[src/design/vtpd_pkg.sv]
// package for the vertex transform and perspective divide core
// holds widths, register indexes, reset matrix and shared types; no dependencies
package vtpd_pkg;

  localparam int FRAC_BITS_DEF = 16;
  localparam int COORD_W       = 32;
  localparam int NUM_PAIRS     = 8;
  localparam int PAIR_W        = 64;
  localparam int IDX_W         = 3;
  localparam int CFG_IDX_W     = 4;
  localparam int HOM_W         = 64;
  // quotient magnitude is limited below 2^32, plus one guard bit
  localparam int QUO_W         = 33;

  localparam logic [COORD_W-1:0] POS_LIMIT = 32'h7fff_ffff;
  localparam logic [COORD_W-1:0] NEG_LIMIT = 32'h8000_0000;

  localparam logic [CFG_IDX_W-1:0] REG_PAIR_LAST = 4'd7;

  localparam logic [PAIR_W-1:0] PAIR_RESET [NUM_PAIRS] = '{
    64'd65536, 64'd0, 64'h0001_0000_0000_0000, 64'd0,
    64'd0, 64'd65536, 64'd0, 64'h0001_0000_0000_0000
  };

  typedef struct packed {
    logic signed [HOM_W-1:0] hx;
    logic signed [HOM_W-1:0] hy;
    logic signed [HOM_W-1:0] hz;
    logic signed [HOM_W-1:0] hw;
  } hom_t;

  typedef struct packed {
    logic [COORD_W-1:0] ox;
    logic [COORD_W-1:0] oy;
    logic [COORD_W-1:0] oz;
    logic               w_zero;
    logic               ovf;
  } res_t;

endpackage

[src/design/vtpd_fifo.sv]
// short queue between front and back, two entries
// carries hom_t records; depends on vtpd_pkg
module vtpd_fifo (
  input  logic           clk,
  input  logic           rst,
  input  logic           wr_valid,
  output logic           wr_ready,
  input  vtpd_pkg::hom_t wr_data,
  output logic           rd_valid,
  input  logic           rd_ready,
  output vtpd_pkg::hom_t rd_data
);
  vtpd_pkg::hom_t mem [2];
  logic wp, rp;
  logic [1:0] cnt;
  logic push, pop;

  assign wr_ready = cnt != 2'd2;
  assign rd_valid = cnt != 2'd0;
  assign rd_data  = mem[rp];
  assign push = wr_valid && wr_ready;
  assign pop  = rd_valid && rd_ready;

  always_ff @(posedge clk) begin
    if (rst) begin
      wp <= 1'b0; rp <= 1'b0; cnt <= '0;
    end else begin
      if (push) wp <= !wp;
      if (pop) rp <= !rp;
      cnt <= cnt + 2'(push) - 2'(pop);
    end
  end

  always_ff @(posedge clk) begin
    if (push) mem[wp] <= wr_data;
  end
endmodule

[config.mk]
export PLATFORM = sky130hd
export DESIGN_NAME = vtpd_fifo
export DESIGN_NICKNAME = d
export VERILOG_FILES = /design/src/design/vtpd_pkg.sv /design/src/design/vtpd_fifo.sv
export SDC_FILE = /design/constraint.sdc
export NUM_CORES = 1
export LEC_CHECK = 0
export BUFFER_PORTS_ARGS = -buffer_cell sky130_fd_sc_hd__buf_2
export CORE_AREA = 2 2 204 206
export CTS_CLUSTER_SIZE = 10
export DETAILED_ROUTE_END_ITERATION = 8
export DIE_AREA = 0 0 206 208
export HOLD_SLACK_MARGIN = 0.08
export PLACE_DENSITY = 0.75
export SETUP_SLACK_MARGIN = 0.4
export SLEW_MARGIN = 40
export SYNTH_ARGS = -nofsm -noshare
export SYNTH_HDL_FRONTEND = slang
export SYNTH_SLANG_ARGS = --single-unit
[constraint.sdc]
create_clock -name clk -period 8.9 [get_ports clk]
set_input_delay 2.225 -clock clk [delete_from_list [all_inputs] [get_ports clk]]
set_output_delay 2.225 -clock clk [all_outputs]
set_load 0.05 [all_outputs]
==> results of run 1 <==
==> final timing paths <==
| kind | slack [ps] | end | cells after the start | start |
|---|---|---|---|---|
| worst max-delay path | 3890 | rd_data[15] | 4 | flop |
| worst max register to register | 6330 | mem[0][174] | 5 | cnt[0] |
| worst min register to register | 510 | rp | 2 | rp |
| worst min-delay path | 510 | rp | 2 | rp |
==> power by group through the flow <==
stage / combinational (mW) / sequential (mW) / clock [mW]
after detailed placement: 2.07 / 3.10 / 0
after CTS: 2.09 / 3.05 / 2.09
after global placement: 2.05 / 3.08 / 0
final: 2.10 / 3.03 / 2.05
after global routing: 2.18 / 3.05 / 2.18
after floorplan: 1.70 / 3.09 / 0
==> metrics by stage <==
step	hold slack [ps]	cell area (sq um)	power [mW]	worst slack, ps	std cells
final	509	23600	7.18	3890	1941
after global routing	544	23600	7.42	3720	1939
after CTS	509	23500	7.23	3640	1928
after detailed placement	496	21900	5.17	4280	1852
after global placement	482	21900	5.14	4240	1852
after floorplan	472	18800	4.79	1040	825
==> worst min-delay path: stages (launching register included) <==
cell	delay, ps
dfxtp_1	320
xor2_1	80
nor2_1	70
==> layout make-up <==
type / count / area, sq um / area share
flip-flops and latches: 517 / 15500 / 0.657
multi-input cells: 279 / 3040 / 0.129
repair buffers: 526 / 2740 / 0.116
clock buffers: 73 / 1570 / 0.0667
well taps: 532 / 666 / 0.0283
diodes: 10 / 25.0 / 0.00106
clock inverters: 3 / 18.8 / 0.000797
inverters: 1 / 16.3 / 0.000690
==> cells in the final DEF, fill, tap and decap left out, drive strengths merged <==
cell	instances
nand3b	1
nor2	4
clkbuf	73
nor4	1
and3	2
clkinv	2
nand3	1
ha	1
xor2	1
nor2b	1
and2b	1
dfxtp	5
nor3	1
or2	1
nor4bb	1
buf	526
a21oi	1
nand2b	1
o21ba	1
diode	10
o21ai	2
clkinvlp	2
mux2	256
edfxtp	512
o31a	1
a21bo	1
==> state kept, by name (all words and copies together) (netlist names), named ones only <==
| name | flops |
|---|---|
| rp | 1 |
| mem | 512 |
| cnt | 2 |
| wp | 1 |
==> metal layers <==
layer | global-route usage | vias up
li1 | - | 4423
met1 | 0.195 | 4767
met2 | 0.316 | 431
met3 | 0.0706 | 79
met4 | 0.0766 | 14
met5 | 0 | -
==> cells by family after synthesis <==
kind of cell             count (synthesis)
flip-flops                             517
multiplexers                           256
buffers and inverters                   29
AND/OR/NAND/NOR                         15
AO/OA/AOI/OAI                            6
XOR/XNOR                                 1
adder cells (fa/ha/maj)                  1
==> results by group, run 1 <==
Synthesis
  • Combinational family with the most area after synthesis: multiplexers
  • Top area cells in the synthesized netlist: edfxtp_1, mux2_2, buf_6
  • Mapped Nets: around 1,100
  • Syn Area/Cell: between 20 and 25 sq um
  • Post-synth EDFFs: 512
  • Yosys reg bits: 517
  • Unique masters post-synth: 25
  • Most frequent cell after synthesis: edfxtp_1
  • Simple-gate share of the synthesized area: 0.00466
  • Most instantiated cells after synthesis: edfxtp_1, mux2_2, buf_6, dfxtp_1, nor2_1
  • Synth Area in XOR/XNOR: 0.000466
  • Post-synth top area share: 0.817
  • Predominant post-synthesis flop cell: edfxtp_1
  • Synth warnings: 0
  • Synth Instances: ~830
  • Synth async-reset ratio: 0
  • Largest area contributor in the netlist: edfxtp_1
  • Multiplexer share of the synthesized area: 0.153
  • Seq/Total Area, Yosys: 0.823
  • Adder-Cell Fraction of Synth Area: 0.000665
  • Complex-gate fraction of the synthesized area: 0.00233
  • Synthesized area: between 15,000 and 20,000 sq um

Power
  • Seq pwr share: 0.422
  • Clk network pwr share: 0.285
  • Pwr Density: 305 nW/um^2
  • Comb pwr share: 0.292
  • Int Pwr: 4.74 mW
  • Sw frac: 0.340
  • Lkg Pwr: 8.71 nW
  • VDD IR max: approximately 0.00022 V
  • Net switching power figure: 2.44 mW

Timing
  • Setup violators final: 0
  • Max Freq: 199 MHz
  • Final hold vios: 0
  • Tcrit/Tclk final: 0.563
  • RSZ-0062 raised after global routing: false
  • Worst-Margin Slew: just under 800 ps
  • Fin crit period: 5010 ps
  • Setup TNS: 0 ps
  • Max-slew violations: 0
  • Worst slew margin: 0.485
  • Clock skew: 7.94 ps

Setup path
  • WP buf/inv: 3
  • Critical path launch point type: flop
  • Worst EP arrival: approximately 2800 ps
  • CP Capture Type: output port
  • Slowest cell on crit path: buf_4
  • Max stage delay on crit path: around 620 ps
  • Critical Setup Path Class: flop to output port
  • WP data required: between 6000 and 7000 ps
  • CP max FO: 57
  • CP Cell Sequence: buf_12 > buf_4 > mux2_2 > buf_2
  • CP delay by family, top: buffers and inverters

GRT
  • First-pass GRT wire length: between 50,000 and 60,000 microns
  • Initial antenna violation count: 17
  • Pin count of the biggest net entering global routing: 140
  • Overflow after GRT: 0
  • Total Routing Usage GR: 0.181
  • Vias in the first global route: slightly above 10,000

Route
  • DRC: 0
  • Routed Antenna Nets: 0
  • DR vias/cell: ~5
  • Pre-antenna DRT Iters: 5
  • Total Wirelength: 40,500 microns
  • Met1 wire length: ~14,000 microns
  • Wire length on met3: 4250 microns
  • Total number of vias: between 9,000 and 10,000
  • First-iteration detailed-routing DRC count: 455
  • Routed wl met2: between 20,000 and 25,000 microns
  • Routed len/inst: between 20 and 25 microns
  • Max Used Layer: met5

Place
  • DP HPWL: 27,200 microns
  • GP Congestion: 0.847
  • Port-buffer cells: 517

Die
  • DIE AREA: 42,800 sq um
  • Initial Util: 0.464
  • Die height: 208 microns
  • Die extent in x: 206 microns
  • Core Box Area: 40,600 sq um
  • # rows: between 70 and 80
  • # IOs: a little over 500

CTS
  • Clock Latency Late Sink: a little under 600 ps
  • TritonCTS Sinks: just over 500
  • Clock tree buffer depth: 3
  • Clk slew on worst S/H paths: roughly 50 ps
  • Root Driver: clkbuf_16
  • CTS tree: built
  • Post CTS Setup Buffer Count: 0
  • Post-CTS sizing: 0
  • Post-CTS Hold Buffers: 0
  • Htree depth: 2
  • CTS buffer count: 58

Cells and area
  • Fillers: 3,008
  • Area grow syn2layout: 25.2%
  • Nets: roughly 1,600
  • Post-layout util: 0.581
  • Share of cells above drive strength 1: 0.608

Job
  • Max cap viols: 0

Min path
  • Worst hold path class: flop to flop

Status
  • Status: finished, final reports clean
Note: power is estimated with default switching activity, not from simulation.
==> inputs of run 2 (changes only) <==
clock period = 4.2 ns   (was 8.9 ns; I/O delays follow)
==> results by group, run 2 (synthesis results as in run 1) <==
Power
  • VDD IR max: 0.000487 V (+120%)
  • Comb pwr share: 0.294 (+0.002)
  • Int Pwr: 10.1 mW (+110%)
  • Lkg Pwr: 8.79 nW (+0.95%)
  • Clk network pwr share: 0.284 (about the same)
  • Sw frac: 0.338 (-0.00136)
  • Seq pwr share: 0.422 (about the same)
  • Net switching power figure: 5.15 mW (+110%)
  • Pwr Density: 642 nW/um^2 (+110%)

Timing
  • Fin crit period: between 3000 and 4000 ps
  • Setup violators final: 0 (unchanged)
  • Clock skew: 17.9 ps (+9.99 ps)
  • Final hold vios: 0 (unchanged)
  • Max Freq: 289 MHz
  • Worst slew margin: 0.504 (+0.0181)
  • Max-slew violations: 0 (unchanged)
  • Worst setup margin: 736 ps (-3150 ps)
  • Final hold slack: 524 ps (+15.0 ps)
  • RSZ-0062 raised after global routing: false
  • Worst-Margin Slew: 745 ps (-27.1 ps)
  • Tcrit/Tclk final: 0.825

CTS
  • TritonCTS Sinks: 517 (unchanged)
  • Clk slew on worst S/H paths: 50 ps (about the same)
  • Clock tree buffer depth: 3 (unchanged)
  • CTS buffer count: 59 (+1.7%)
  • Post-CTS Hold Buffers: 0 (unchanged)
  • CTS tree: built
  • Post CTS Setup Buffer Count: 0 (unchanged)
  • Root Driver: clkbuf_16
  • Htree depth: 2 (unchanged)
  • Post-CTS sizing: 0 (unchanged)
  • Clock Latency Late Sink: 580 ps (about the same)

Setup path
  • Worst reg2reg path endpoint: mem[0][70]
  • Worst r2r src: cnt[0]
  • Worst r2r path cells: 4 (-1)
  • Worst EP arrival: 2410 ps (-380 ps)
  • Setup slack, reg-to-reg: 2100 ps (-4230 ps)
  • CP Capture Type: output port
  • Critical Setup Path Class: flop to output port
  • Slowest cell on crit path: dfxtp_4
  • Critical path launch point type: flop
  • End of the critical path: rd_data[174]
  • CP Cell Sequence: buf_4 > mux2_2 > buf_2
  • Max stage delay on crit path: 780 ps (+160 ps)
  • WP data required: 3150 ps (-3530 ps)
  • CP max FO: 40 (-30%)

GRT
  • First-pass GRT wire length: 57,700 microns (-0.78%)
  • Pin count of the biggest net entering global routing: 92 (-34%)
  • Total Routing Usage GR: 0.177 (-0.00429)
  • Overflow after GRT: 0 (unchanged)
  • Vias in the first global route: 10,264 (+0.58%)
  • Initial antenna violation count: 18 (+1)

Route
  • First-iteration detailed-routing DRC count: 367 (-19%)
  • Total Wirelength: 39,100 microns (-3.4%)
  • Total number of vias: 9,711 (-0.031%)
  • DRC: 0 (unchanged)
  • DR vias/cell: 4.95 (-1.1%)
  • Routed Antenna Nets: 0 (unchanged)
  • Pre-antenna DRT Iters: 4 (-1)
  • Routed len/inst: 19.9 microns (-4.4%)

Status
  • Status: finished, final reports clean

Cells and area
  • Most common cell after layout, fill and taps aside: buf_2
  • Top Registers: mem x512, cnt x2
  • Most frequent cells in the layout: buf_2, edfxtp_1, mux2_2, clkbuf_16, buf_4
  • Area grow syn2layout: 26.0%
  • Nets: 1,658 (+0.85%)
  • Biggest register: mem
  • Share of cells above drive strength 1: 0.613 (+0.00486)
  • Number of flip-flops in the largest register: 512 (unchanged)

Die
  • Initial Util: 0.464 (unchanged)
  • Die extent in x: 206 microns (unchanged)
  • DIE AREA: 42,800 sq um (unchanged)
  • # IOs: 518 (unchanged)
  • # rows: 74 (unchanged)
  • Core Box Area: 40,600 sq um (unchanged)
  • Die height: 208 microns (unchanged)

Place
  • DP HPWL: 27,200 microns (about the same)
  • GP Congestion: 0.844 (-0.38%)
  • Port-buffer cells: 517 (unchanged)
  • Setup WS pre-CTS: 1320 ps (-2960 ps)

Job
  • Max cap viols: 0 (unchanged)

Min path
  • Worst hold path class: flop to flop
run 2: how the worst min path moves through the flow:
stage | start | to | depth (start not counted)
after floorplan | rp | flop | 2
after global placement | rp | flop | 2
after detailed placement | rp | flop | 2
after CTS | rp | flop | 2
after global routing | rp | flop | 2
final | rp | flop | 2
run 2: power groups by stage:
stage | logic (mW) | registers, mW | clock network, mW
5_1_grt | 4.66 | 6.47 | 4.65
3_5_place_dp | 4.50 | 6.53 | 0
3_3_place_gp | 4.48 | 6.50 | 0
2_1_floorplan | 3.60 | 6.52 | 0
4_1_cts | 4.52 | 6.43 | 4.46
6_report | 4.47 | 6.43 | 4.33
run 2: metal layers:
metal	vias up	wire [microns]	GRT usage
met5	-	51	0
met4	8	965	0.0695
met3	73	3400	0.0556
met2	391	20000	0.304
met1	4773	14700	0.206
li1	4466	-	-
run 2: per-stage QoR:
step            util  std cells  instance area (sq um)  power, mW  setup TNS (ps)
3_5_place_dp   0.544       1868                  22100       11.0               0
3_3_place_gp   0.544       1868                  22100       11.0               0
5_1_grt        0.584       1955                  23700       15.8               0
2_1_floorplan      -        825                  18800       10.1         -417410
4_1_cts        0.583       1946                  23700       15.4               0
6_report       0.584       1961                  23700       15.2               0
run 2: final cells by class:
cell class | count | area [sq um]
Multi-Input combinational cell | 279 | 3040
Tap cell | 532 | 666
Sequential cell | 517 | 15500
Timing Repair Buffer | 539 | 2870
Clock inverter | 5 | 32.5
Clock buffer | 73 | 1570
Inverter | 1 | 7.51
Antenna cell | 15 | 37.5
Fill cell | 2999 | 16900
run 2: worst max-delay path, delay by kind of cell (launching register included):
| kind | cells | cell delay (ps) |
|---|---|---|
| flip-flops | 1 | 780 |
| buffers and inverters | 2 | 650 |
| multiplexers | 1 | 380 |
